--- src/pdfd_pkg.sv ---
// ----------------------------------------------------------------------------
// PD controller package
// Widths, register indexes, reset values and shared types for the
// filtered-derivative PD controller.
// ----------------------------------------------------------------------------
package pdfd_pkg;

  // Default number of fraction bits of every Q-format value.
  localparam int FRAC_BITS_DEF = 16;

  localparam int REG_W   = 31;   // configuration register width
  localparam int DATA_W  = 32;   // setpoint, measured and drive width
  localparam int ERR_W   = 33;   // error width, one more than the inputs
  localparam int IDX_W   = 3;    // configuration index width
  localparam int MUL_W   = 33;   // operand width of the shared multiplier
  localparam int PROD_W  = 2 * MUL_W;
  localparam int GAIN_W  = 64;   // combined gain width
  // The numerator stays below 2^98 for any fraction count up to 31.
  localparam int ACC_W   = 100;
  localparam int QUOT_W  = 32;

  // Register indexes on the configuration port.
  localparam logic [IDX_W-1:0] IDX_PROP_GAIN   = 3'd0;
  localparam logic [IDX_W-1:0] IDX_DERIV_GAIN  = 3'd1;
  localparam logic [IDX_W-1:0] IDX_FILTER_TC   = 3'd2;
  localparam logic [IDX_W-1:0] IDX_SAMPLE_PER  = 3'd3;
  localparam logic [IDX_W-1:0] IDX_DRIVE_LIMIT = 3'd4;

  // Reset values of the registers.
  localparam logic [REG_W-1:0] SAMPLE_PERIOD_RST = 31'd65536;
  localparam logic [REG_W-1:0] DRIVE_LIMIT_RST   = 31'h7FFF_FFFF;

  typedef struct packed {
    logic [REG_W-1:0] prop_gain;
    logic [REG_W-1:0] deriv_gain;
    logic [REG_W-1:0] filter_time_const;
    logic [REG_W-1:0] sample_period;
    logic [REG_W-1:0] drive_limit;
  } cfg_t;

  typedef struct packed {
    logic              done;
    logic              ovf;
    logic [QUOT_W-1:0] quot;
  } div_res_t;

endpackage

--- src/pdfd_cfg.sv ---
// ----------------------------------------------------------------------------
// PD controller configuration registers
// Holds the gains, filter time constant, sample period and output limit.
// ----------------------------------------------------------------------------
module pdfd_cfg import pdfd_pkg::*; (
  input  logic             clk,
  input  logic             rst,
  input  logic             cfg_valid,
  input  logic [IDX_W-1:0] cfg_index,
  input  logic [REG_W-1:0] cfg_data,
  output cfg_t             cfg
);

  always_ff @(posedge clk) begin
    if (rst) begin
      cfg.prop_gain         <= '0;
      cfg.deriv_gain        <= '0;
      cfg.filter_time_const <= '0;
      cfg.sample_period     <= SAMPLE_PERIOD_RST;
      cfg.drive_limit       <= DRIVE_LIMIT_RST;
    end else if (cfg_valid) begin
      unique case (cfg_index)
        IDX_PROP_GAIN:   cfg.prop_gain         <= cfg_data;
        IDX_DERIV_GAIN:  cfg.deriv_gain        <= cfg_data;
        IDX_FILTER_TC:   cfg.filter_time_const <= cfg_data;
        IDX_SAMPLE_PER:  cfg.sample_period     <= cfg_data;
        IDX_DRIVE_LIMIT: cfg.drive_limit       <= cfg_data;
        default: begin
          // Indexes past the register list are ignored.
        end
      endcase
    end
  end

endmodule

--- src/pdfd_mul.sv ---
// ----------------------------------------------------------------------------
// PD controller shared multiplier
// Unsigned 33 x 33 multiplier with a registered product.
// ----------------------------------------------------------------------------
module pdfd_mul import pdfd_pkg::*; (
  input  logic              clk,
  input  logic [MUL_W-1:0]  mul_a,
  input  logic [MUL_W-1:0]  mul_b,
  output logic [PROD_W-1:0] prod
);

  always_ff @(posedge clk) begin
    prod <= mul_a * mul_b;
  end

endmodule

--- src/pdfd_div.sv ---
// ----------------------------------------------------------------------------
// PD controller divider
// Restoring divider producing a 32-bit quotient one bit per cycle, with an
// overflow flag when the quotient does not fit in 32 bits.
// ----------------------------------------------------------------------------
module pdfd_div import pdfd_pkg::*; (
  input  logic              clk,
  input  logic              rst,
  input  logic              start,
  input  logic [ACC_W-1:0]  dividend,
  input  logic [QUOT_W-1:0] divisor,
  output div_res_t          res
);

  typedef enum logic {D_IDLE, D_RUN} dstate_t;

  dstate_t             dstate;
  logic [QUOT_W-1:0]   rem;
  logic [QUOT_W-1:0]   quo;
  logic [QUOT_W-1:0]   dvs;
  logic [4:0]          cnt;
  logic [QUOT_W+1:0]   diff;
  logic                qbit;
  logic [QUOT_W-1:0]   rem_next;
  logic                done;
  logic                ovf;

  always_comb begin
    diff     = {1'b0, rem, quo[QUOT_W-1]} - {2'b00, dvs};
    qbit     = ~diff[QUOT_W+1];
    rem_next = qbit ? diff[QUOT_W-1:0] : {rem[QUOT_W-2:0], quo[QUOT_W-1]};
  end

  assign res = {done, ovf, quo};

  always_ff @(posedge clk) begin
    if (rst) begin
      dstate <= D_IDLE;
      done   <= 1'b0;
      ovf    <= 1'b0;
    end else begin
      done <= 1'b0;
      unique case (dstate)
        D_IDLE: begin
          if (start) begin
            dvs <= divisor;
            // A high part at or above the divisor means a quotient of 2^32 or more.
            if (dividend[ACC_W-1:QUOT_W] >= (ACC_W-QUOT_W)'(divisor)) begin
              ovf  <= 1'b1;
              done <= 1'b1;
            end else begin
              ovf    <= 1'b0;
              rem    <= dividend[2*QUOT_W-1:QUOT_W];
              quo    <= dividend[QUOT_W-1:0];
              cnt    <= 5'd31;
              dstate <= D_RUN;
            end
          end
        end
        D_RUN: begin
          rem <= rem_next;
          quo <= {quo[QUOT_W-2:0], qbit};
          if (cnt == 5'd0) begin
            done   <= 1'b1;
            dstate <= D_IDLE;
          end else begin
            cnt <= cnt - 5'd1;
          end
        end
        default: dstate <= D_IDLE;
      endcase
    end
  end

endmodule

--- src/pd_filtered_derivative_controller.sv ---
// ----------------------------------------------------------------------------
// PD controller with filtered derivative
// Top level: request handshakes, sequencer, accumulator, clamp and history.
// ----------------------------------------------------------------------------
// Usage:
// A request on the input channel carries setpoint, measured and restart, all
// signed Q16.16 except the restart flag. It is taken when in_valid and
// in_ready are both high. in_ready is high only while the sequencer is idle,
// so one request is worked on at a time. The result (drive and clamped)
// appears on the output channel and is held until out_ready takes it; a new
// request may be taken while that result still waits.
// Sequence: a general sample runs seven products through the shared
// multiplier, each through a multiply and an accumulate state, then a
// 32-step restoring division. A first sample (after reset or a restart)
// needs only one product. When the quotient cannot fit in 32 bits the
// division loop is skipped and the result is clamped. The next request
// is taken once the result is in the output register.
// Reset clears the history, marks the next sample as the first, and loads
// the register reset values. If the receiver stalls, the finished result
// waits inside the block until the output register is free.
// Configuration writes are always taken on the configuration channel.
// ----------------------------------------------------------------------------
module pd_filtered_derivative_controller import pdfd_pkg::*; #(
  parameter int FRAC_BITS = FRAC_BITS_DEF
) (
  input  logic                     clk,
  input  logic                     rst,
  input  logic                     in_valid,
  output logic                     in_ready,
  input  logic signed [DATA_W-1:0] setpoint,
  input  logic signed [DATA_W-1:0] measured,
  input  logic                     restart,
  output logic                     out_valid,
  input  logic                     out_ready,
  output logic signed [DATA_W-1:0] drive,
  output logic                     clamped,
  input  logic                     cfg_valid,
  output logic                     cfg_ready,
  input  logic [IDX_W-1:0]         cfg_index,
  input  logic [REG_W-1:0]         cfg_data
);

  localparam int STEP_W = 3;

  typedef enum logic [2:0] {S_IDLE, S_MUL, S_ACC, S_DIV, S_WAIT, S_DONE} state_t;

  // Product schedule. The general law needs the two combined gains first,
  // then the three numerator terms, the 64-bit gains split in two halves.
  typedef enum logic [STEP_W-1:0] {
    ST_G1, ST_G2, ST_UPREV, ST_E_LO, ST_E_HI, ST_PE_LO, ST_PE_HI, ST_FIRST
  } step_t;

  cfg_t     cfg;
  div_res_t div_res;

  state_t                    state;
  step_t                     step;
  logic                      first_sample;
  logic signed [ERR_W-1:0]   err;
  logic signed [ERR_W-1:0]   prev_error;
  logic signed [DATA_W-1:0]  prev_drive;
  logic [GAIN_W-1:0]         g1;
  logic [GAIN_W-1:0]         g2;
  logic [ACC_W-1:0]          acc;
  logic [QUOT_W-1:0]         quot;
  logic                      ovf;

  logic [MUL_W-1:0]   mul_a;
  logic [MUL_W-1:0]   mul_b;
  logic [PROD_W-1:0]  prod;
  logic [ERR_W-1:0]   err_mag;
  logic [ERR_W-1:0]   pe_mag;
  logic [DATA_W-1:0]  u_mag;
  logic [QUOT_W-1:0]  span;
  logic [GAIN_W-1:0]  kd_s;
  logic [ACC_W-1:0]   term;
  logic               tneg;
  logic [ACC_W-1:0]   addend;
  logic [ACC_W-1:0]   acc_mag;
  logic [ACC_W-1:0]   dividend;
  logic [QUOT_W-1:0]  divisor;
  logic               div_start;
  logic               over;
  logic [REG_W-1:0]   mag;
  logic [DATA_W-1:0]  drive_val;

  assign cfg_ready = 1'b1;
  assign in_ready  = (state == S_IDLE);
  assign div_start = (state == S_DIV);

  pdfd_cfg u_cfg (
    .clk       (clk),
    .rst       (rst),
    .cfg_valid (cfg_valid),
    .cfg_index (cfg_index),
    .cfg_data  (cfg_data),
    .cfg       (cfg)
  );

  pdfd_mul u_mul (
    .clk   (clk),
    .mul_a (mul_a),
    .mul_b (mul_b),
    .prod  (prod)
  );

  pdfd_div u_div (
    .clk      (clk),
    .rst      (rst),
    .start    (div_start),
    .dividend (dividend),
    .divisor  (divisor),
    .res      (div_res)
  );

  // Magnitudes of the signed operands; the multiplier works on magnitudes
  // and the sign is applied when the product is accumulated.
  always_comb begin
    err_mag = err[ERR_W-1] ? (~err + 1'b1) : err;
    pe_mag  = prev_error[ERR_W-1] ? (~prev_error + 1'b1) : prev_error;
    u_mag   = prev_drive[DATA_W-1] ? (~prev_drive + 1'b1) : prev_drive;
    span    = {1'b0, cfg.sample_period} + {1'b0, cfg.filter_time_const};
    kd_s    = GAIN_W'(cfg.deriv_gain) << FRAC_BITS;
  end

  // Operand selection for the shared multiplier.
  always_comb begin
    mul_a = '0;
    mul_b = '0;
    unique case (step)
      ST_G1: begin
        mul_a = MUL_W'(cfg.prop_gain);
        mul_b = MUL_W'(span);
      end
      ST_G2: begin
        mul_a = MUL_W'(cfg.prop_gain);
        mul_b = MUL_W'(cfg.filter_time_const);
      end
      ST_UPREV: begin
        mul_a = MUL_W'(cfg.filter_time_const);
        mul_b = MUL_W'(u_mag);
      end
      ST_E_LO: begin
        mul_a = MUL_W'(g1[GAIN_W/2-1:0]);
        mul_b = err_mag;
      end
      ST_E_HI: begin
        mul_a = MUL_W'(g1[GAIN_W-1:GAIN_W/2]);
        mul_b = err_mag;
      end
      ST_PE_LO: begin
        mul_a = MUL_W'(g2[GAIN_W/2-1:0]);
        mul_b = pe_mag;
      end
      ST_PE_HI: begin
        mul_a = MUL_W'(g2[GAIN_W-1:GAIN_W/2]);
        mul_b = pe_mag;
      end
      ST_FIRST: begin
        mul_a = MUL_W'(cfg.prop_gain);
        mul_b = err_mag;
      end
      default: begin
        mul_a = '0;
        mul_b = '0;
      end
    endcase
  end

  // Alignment and sign of each numerator term. The previous-output term
  // carries the tau scale, the upper gain halves weigh 2^32, and the
  // previous-error term is subtracted.
  always_comb begin
    term = '0;
    tneg = 1'b0;
    case (step) inside
      ST_UPREV: begin
        term = ACC_W'(prod) << FRAC_BITS;
        tneg = prev_drive[DATA_W-1];
      end
      ST_E_LO, ST_FIRST: begin
        term = ACC_W'(prod);
        tneg = err[ERR_W-1];
      end
      ST_E_HI: begin
        term = ACC_W'(prod) << (GAIN_W/2);
        tneg = err[ERR_W-1];
      end
      ST_PE_LO: begin
        term = ACC_W'(prod);
        tneg = ~prev_error[ERR_W-1] && (prev_error != '0);
      end
      ST_PE_HI: begin
        term = ACC_W'(prod) << (GAIN_W/2);
        tneg = ~prev_error[ERR_W-1] && (prev_error != '0);
      end
      default: begin
        term = '0;
        tneg = 1'b0;
      end
    endcase
    addend = tneg ? (~term + 1'b1) : term;
  end

  // Division setup. Dividing by (span << F) equals dividing the magnitude
  // shifted right by F by span. A first sample divides by one, which leaves
  // the scaled product; a zero span is also taken as one.
  always_comb begin
    acc_mag  = acc[ACC_W-1] ? (~acc + 1'b1) : acc;
    dividend = acc_mag >> FRAC_BITS;
    if ((step == ST_FIRST) || (span == '0)) begin
      divisor = QUOT_W'(1);
    end else begin
      divisor = span;
    end
  end

  // Clamp to the drive limit and apply the sign of the numerator.
  always_comb begin
    over      = ovf || (quot > QUOT_W'(cfg.drive_limit));
    mag       = over ? cfg.drive_limit : quot[REG_W-1:0];
    drive_val = acc[ACC_W-1] ? (~{1'b0, mag} + 1'b1) : {1'b0, mag};
  end

  always_ff @(posedge clk) begin
    if (rst) begin
      state        <= S_IDLE;
      step         <= ST_G1;
      first_sample <= 1'b1;
      prev_error   <= '0;
      prev_drive   <= '0;
      out_valid    <= 1'b0;
    end else begin
      // A result that is taken while the next one is being loaded is
      // replaced in the finishing state below.
      if (out_valid && out_ready && (state != S_DONE)) begin
        out_valid <= 1'b0;
      end
      unique case (state)
        S_IDLE: begin
          if (in_valid) begin
            err <= {setpoint[DATA_W-1], setpoint} - {measured[DATA_W-1], measured};
            if (restart) begin
              prev_error <= '0;
              prev_drive <= '0;
            end
            step         <= (first_sample || restart) ? ST_FIRST : ST_G1;
            first_sample <= 1'b0;
            acc          <= '0;
            state        <= S_MUL;
          end
        end
        S_MUL: begin
          // The product of the selected operands is registered at this edge.
          state <= S_ACC;
        end
        S_ACC: begin
          if (step == ST_G1) begin
            g1 <= prod[GAIN_W-1:0] + kd_s;
          end else if (step == ST_G2) begin
            g2 <= prod[GAIN_W-1:0] + kd_s;
          end else begin
            acc <= acc + addend;
          end
          if ((step == ST_PE_HI) || (step == ST_FIRST)) begin
            state <= S_DIV;
          end else begin
            step  <= step_t'(STEP_W'(step) + STEP_W'(1));
            state <= S_MUL;
          end
        end
        S_DIV: begin
          state <= S_WAIT;
        end
        S_WAIT: begin
          if (div_res.done) begin
            quot  <= div_res.quot;
            ovf   <= div_res.ovf;
            state <= S_DONE;
          end
        end
        S_DONE: begin
          if (!out_valid || out_ready) begin
            out_valid  <= 1'b1;
            drive      <= drive_val;
            clamped    <= over;
            prev_error <= err;
            prev_drive <= drive_val;
            state      <= S_IDLE;
          end
        end
        default: state <= S_IDLE;
      endcase
    end
  end

endmodule
--- config.mk ---
export PLATFORM = sky130hd
export DESIGN_NAME = pd_filtered_derivative_controller
export DESIGN_NICKNAME = d
export VERILOG_FILES = /design/src/pdfd_pkg.sv /design/src/pdfd_cfg.sv /design/src/pdfd_mul.sv /design/src/pdfd_div.sv /design/src/pd_filtered_derivative_controller.sv
export SDC_FILE = /design/constraint.sdc
export NUM_CORES = 2
export LEC_CHECK = 0
export BUFFER_PORTS_ARGS = -buffer_cell sky130_fd_sc_hd__buf_4
export CAP_MARGIN = 40
export CORE_ASPECT_RATIO = 0.8
export CORE_MARGIN = 1
export CORE_UTILIZATION = 55
export DETAILED_ROUTE_END_ITERATION = 8
export GPL_TIMING_DRIVEN = 0
export PLACE_DENSITY = 0.76
export SYNTH_ARGS = -nofsm -noshare
export SYNTH_HDL_FRONTEND = slang
export SYNTH_HIERARCHICAL = 1
export SYNTH_SLANG_ARGS = --single-unit
--- constraint.sdc ---
create_clock -name clk -period 10.93 [get_ports clk]
set_clock_uncertainty 0.1 [all_clocks]
set_input_delay 1.093 -clock clk [delete_from_list [all_inputs] [get_ports clk]]
set_output_delay 1.093 -clock clk [all_outputs]
set_load 0.05 [all_outputs]
# Word-level counts from Yosys, hierarchy flattened
# Index checks and enable logic that the tools add are counted.
totals:
  regBits: 725
  output_inout_bits: 36
  word_cells: 184
op_classes:
  n_addsub: 13
  mul: 1
  n_lt_le_gt_ge: 2
  n_eq_ne: 27
  n_mux: 63
  bitwise_logic: 11
  n_reduce_logical: 40
op_table:
  columns: ["op", "n"]
  rows:
  - ["$mux 100", 5]
  - ["$mux 98", 5]
  - ["$mux 32", 11]
  - ["$add 100x1->100 const B", 2]
  - ["$not 100->100", 2]
  - ["$pmux 100 s2", 1]
  - ["$pmux 33 s6", 1]
  - ["$pmux 32 s2", 3]
  - ["$mux 33", 5]
  - ["$pmux 33 s5", 1]
  - ["$add 100x100->100", 1]
  - ["$add 33x1->33 const B", 2]
  - ["$mul 33x33->66", 1]
  - ["$not 33->33", 2]
  - ["$pmux 33 s2", 1]
  - ["$add 32x1->32 const B", 2]
  - ["$add 64x47->64", 1]
  - ["$ge 52x32->1", 1]
  - ["$sub 33x32->34", 1]
  - ["$reduce_bool 33->1", 1]
  - ["$sub 32x32->33", 1]
  - ["$add 31x31->32", 1]
  - ["$gt 32x31->1", 1]
  - ["$logic_not 32->1", 1]
  - ["32 further kinds", 104]

# Logic depth before layout (Yosys ltp)
depth:
  ltp_word: 13
  ltp_mapped: 42

# Cells and area by module
# The synthesis kept the hierarchy.
modules_own_cells:
  columns: ["module", "n_inst", "cells_per_inst", "area_each_um2", "seq_area_each_um2"]
  rows:
  - ["pdfd_mul", 1, 4052, 36603.9, 1321.3]
  - ["pd_filtered_derivative_controller", 1, 4125, 35225.0, 11280.8]
  - ["pdfd_div", 1, 654, 6880.3, 3093.0]
  - ["pdfd_cfg", 1, 576, 6138.4, 3103.0]

# Least setup slack after synthesis
# Ideal clock, no wire load.
synth_path:
  path_kind: "register to register"
  start: "register step[0]"
  end: "register u_mul.prod[49]"
  setup_ns: 0.123
  t_arrival_ns: 9.778
  slack_ns: 0.929
  path_stages_with_launch: 40
  path_buffers: 10
  synth_period_minus_slack_ns: 10.001
  path_cell_list: "dfxtp_1 > inv_1 > ha_1 > clkbuf_1 > nor2b_1 > clkbuf_1 > clkbuf_1 > clkbuf_1 > buf_1 > buf_1 > clkbuf_1 > buf_1 > a221oi_1 > o21ai_0 > clkbuf_1 > nand2_1 > fa_1 > fa_1 > (+4 left out) > inv_1 > fa_1 > fa_1 > inv_1 > fa_1 > fa_1 > inv_1 > ha_1 > clkbuf_1 > a21oi_1 > o211ai_1 > a21o_1 > a211o_1 > or2_2 > nor2b_1 > a21boi_2 > o21ai_1 > xor2_1"
synth_via:
  elab_chain_cells: 4
synth_lines:
  columns: ["item", "line", "rtl"]
  rows:
  - ["start, declared", "pd_filtered_derivative_controller.sv:57", "step_t step;"]
  - ["start signal, assigned", "pd_filtered_derivative_controller.sv:247", "step <= (first_sample || restart) ? ST_FIRST : ST_G1;"]
  - ["start signal, assigned", "pd_filtered_derivative_controller.sv:268", "step <= step_t'(STEP_W'(step) + STEP_W'(1));"]
  - ["$eq 3x2->1 / $eq 3x3->1 (equally long branches)", "pd_filtered_derivative_controller.sv:130", "unique case (step)"]
  - ["$reduce_or 3->1 (no line) / $reduce_or 2->1 (equally long branches)", null, null]
  - ["$pmux 33 s5 (*)", "pd_filtered_derivative_controller.sv:130", null]
  - ["net mul_b[3]", "pd_filtered_derivative_controller.sv:69", "logic [MUL_W-1:0] mul_b;"]
  - ["$mul 33x33->66 (*)", "pdfd_mul.sv:13", "prod <= mul_a * mul_b;"]
  - ["end signal, assigned", "pdfd_mul.sv:13", null]
  - ["end, declared", "pdfd_mul.sv:9", "output logic [PROD_W-1:0] prod"]
# The timed path passes the listed nets; every way through them passes the cells marked *. The select of a mux whose other input is x is not followed.
# A chain may end at the register's enable or synchronous reset.

# Worst setup path in the final report
layout_path:
  start: "register step[0]"
  end: "register u_mul.prod[45]"
layout_via:
  elab_chain_cells: 4
layout_lines:
  columns: ["item", "line", "rtl"]
  rows:
  - ["$eq 3x3->1, or another cell as far along", "pd_filtered_derivative_controller.sv:130", null]
  - ["$reduce_or 3->1 (no line)", null, null]
  - ["$pmux 33 s6 (*)", "pd_filtered_derivative_controller.sv:130", null]
  - ["net mul_a[9]", "pd_filtered_derivative_controller.sv:68", "logic [MUL_W-1:0] mul_a;"]
  - ["$mul 33x33->66 (*)", "pdfd_mul.sv:13", null]
# Marked as above.

==> results.json <==
{
  "status": "finished with violations",
  "violations_in_the_final_reports": "DRC, setup timing",
  "achievable-frequency_mhz": 89.5,
  "first_iter_violations": 11900,
  "critical_path.endpoint_type": "flop",
  "hpwl_after_detailed_placement_mm": 315,
  "finalSetupViolCount": 15,
  "grt-ovfl-total": 0,
  "cell_total_after_placement": 11800,
  "groute.usage.overall": 0.477,
  "maxCapViolations": 0,
  "detailroute.via_count": 77800,
  "worst_path_largest_cell_delay_ns": 0.65,
  "synth_top_cell_area_share": 0.227,
  "grt_pass1_vias": 72700,
  "synth_area_mm2": 0.0848,
  "place.gp.congestion": 1.12,
  "route.final.wire_length_mm": 378,
  "path_common_cell": "sky130_fd_sc_hd__fa_1",
  "ys_types": 101,
  "grt_pass1_wl_mm": 525,
  "cts_inserted_buffers": 72,
  "period_share": 1.02,
  "post-route-min-period_ns": 11.18,
  "synthDominantAreaCellType": "sky130_fd_sc_hd__fa_1",
  "preCtsSetupSlack_ns": -3.20,
  "cts-root-to-sink-buffers": 3,
  "route.detailed.drc": 19,
  "max-slew-margin-rel": 0.248,
  "clkLatencyLatePin_ns": 0.72,
  "post_placement_cell_area_mm2": 0.0912,
  "setup.worst_path.class": "reg2reg",
  "final_layout_size_suffix_gt1_frac": 0.108,
  "die_area_mm2": 0.156,
  "cts_tree": "done",
  "synth.ff_latch_count": 725,
  "worst_path_dominant_cell_family": "adder cells",
  "area_growth_syn_to_layout_pct": 13.2,
  "postLayoutCellArea_mm2": 0.0960,
  "timing.critical_path.slowest_stage_cell": "sky130_fd_sc_hd__a41oi_1",
  "via_per_inst": 6.47,
  "cts_max_level": 3,
  "root_buffer": "sky130_fd_sc_hd__clkbuf_16",
  "startpoint_type": "flop",
  "routed_wire_length_per_instance_um": 31.4,
  "tightest_slew_ns": 1.12,
  "seq_area_frac_synth": 0.222,
  "cts.reportedPaths.clkPinSlew_ns": 0.07,
  "path_buf_inv": 12,
  "critPathMaxFanout": 10,
  "nets": 11500,
  "synthCells": 9407,
  "postCtsHoldBufs": 0,
  "boundaryPins": 140,
  "worstPathArrival_ns": 11.63,
  "worstPathRequired_ns": 11.38,
  "finalNonFillerCells": 12000,
  "grt_antenna_before_repair": 44,
  "postLayoutSetupSlackWorst_ns": -0.248,
  "synthesis.yosys.warnings": 6,
  "core_region_area_mm2": 0.153,
  "number_of_enable_flip_flop_cells_after_synthesis": 428,
  "cts_num_sinks": 725,
  "tns_ns": -1.56,
  "chipHeight_um": 353,
  "initial_util": 0.556,
  "firstDrtPassIters": 9,
  "report.final.hold_viol_count": 0,
  "synth_area_per_cell_um2": 9.02,
  "die_width_um": 441,
  "synth-async-reset-ratio": 0,
  "worst_hold_path_type": "reg2reg",
  "rsz0062_at_grt": "yes",
  "io_buffers": 138,
  "antenna_violating_nets_post_route": 0,
  "grt_start_max_net_pins": 53,
  "num_rows": 128,
  "leading_cell_types_by_total_area_after_synthesis": "sky130_fd_sc_hd__fa_1, sky130_fd_sc_hd__edfxtp_1, sky130_fd_sc_hd__ha_1, sky130_fd_sc_hd__dfxtp_1, sky130_fd_sc_hd__inv_1",
  "synth_flop_cell": "sky130_fd_sc_hd__edfxtp_1",
  "number_of_max_slew_violations_in_the_final_report": 0
}
## metrics by stage
step	hold slack, ns	util
final	0.340	0.629
after detailed placement	0.336	0.598
after global placement	0.333	0.580
after floorplan	0.320	-
after global routing	0.350	0.629
after CTS	0.336	0.620
## cells in the final DEF, fill, tap and decap left out, types with 292 or more instances in the layout
master,n
sky130_fd_sc_hd__clkbuf_1,343
sky130_fd_sc_hd__fa_1,943
sky130_fd_sc_hd__nand2_1,927
sky130_fd_sc_hd__a21oi_1,414
sky130_fd_sc_hd__ha_1,550
sky130_fd_sc_hd__dfxtp_1,292
sky130_fd_sc_hd__edfxtp_1,428
sky130_fd_sc_hd__xnor2_1,332
sky130_fd_sc_hd__nor2_1,576
sky130_fd_sc_hd__inv_1,1219
sky130_fd_sc_hd__and2_1,575
## layer usage
metal,vias to the layer above,global-route usage,wire length [um],part of all wire
li1,32400,-,-,-
met1,38200,0.678,151000,0.40
met2,6274,0.567,134000,0.35
met3,883,0.300,75700,0.20
met4,22,0.162,16000,0.042
met5,-,0.0304,1200,0.0032
## flip-flops by register name, summed over array words and instances (netlist names), 5 cells and up
name        flops
quot           32
u_mul/prod     66
u_div/cnt       5
prev_error     33
drive          32
err            33
u_div/rem      32
u_cfg/cfg     155
g2             64
g1             64
acc           100
u_div/quo      32
u_div/dvs      32
prev_drive     32
## Yosys cell counts, types with 55 or more instances
library cell               count
sky130_fd_sc_hd__inv_1      1224
sky130_fd_sc_hd__fa_1        963
sky130_fd_sc_hd__nand2_1     931
sky130_fd_sc_hd__nor2_1      594
sky130_fd_sc_hd__and2_1      580
sky130_fd_sc_hd__ha_1        566
sky130_fd_sc_hd__clkbuf_1    455
sky130_fd_sc_hd__a21oi_1     448
sky130_fd_sc_hd__edfxtp_1    428
sky130_fd_sc_hd__xnor2_1     352
sky130_fd_sc_hd__o21ai_0     300
sky130_fd_sc_hd__dfxtp_1     297
sky130_fd_sc_hd__xor2_1      207
sky130_fd_sc_hd__mux2i_1     203
sky130_fd_sc_hd__nand2b_1    202
sky130_fd_sc_hd__a21o_1      170
sky130_fd_sc_hd__a22oi_1     130
sky130_fd_sc_hd__nand3_1      92
sky130_fd_sc_hd__nor3_1       88
sky130_fd_sc_hd__nand4_1      79
sky130_fd_sc_hd__o31ai_1      71
sky130_fd_sc_hd__and3_1       59
sky130_fd_sc_hd__nor2b_1      57
sky130_fd_sc_hd__nor4_1       57
sky130_fd_sc_hd__a31oi_1      55
## layout make-up
cell class	count	area [um^2]
Clock inverter	34	407
Inverter	1225	4600
Multi-Input combinational cell	6960	61100
Clock buffer	99	2070
Fill cell	12700	56600
Timing Repair Buffer	428	4070
Tap cell	2015	2520
Sequential cell	725	18800
Antenna cell	37	92.6
Buffer	504	2330
## logic make-up (layout without fill, tap and decap cells)
family,Yosys count,in the layout,synth area share
simple gates,2939,2939,0.172
other cells,2,60,0.0000885
flops,725,725,0.222
compound gates,1670,1670,0.131
buf+inv,1743,2290,0.0787
mux,240,240,0.0290
fa+ha+maj,1529,1529,0.311
xor+xnor,559,559,0.0577
## final timing paths
check | start | end | slack [ns] | depth (start not counted)
min | u_mul/prod[1]$_DFF_P_ | g2[1]$_DFFE_PP_ | 0.34 | 0
max reg2reg | step[0]$_SDFFE_PP0P_ | u_mul/prod[45]$_DFF_P_ | -0.25 | 35
min reg2reg | u_mul/prod[1]$_DFF_P_ | g2[1]$_DFFE_PP_ | 0.34 | 0
max | step[0]$_SDFFE_PP0P_ | u_mul/prod[45]$_DFF_P_ | -0.25 | 35
## repair_timing
item | in CTS | in global routing
pin swaps | 22 | 93
gates cloned | 0 | 0
setup buffers | 11 | 33
resized for setup | 238 | 322
setup endpoints to repair | 71 | 45
Power is not shown: default switching activity piles up to over one toggle a cycle in this logic, so the estimate is an artifact.
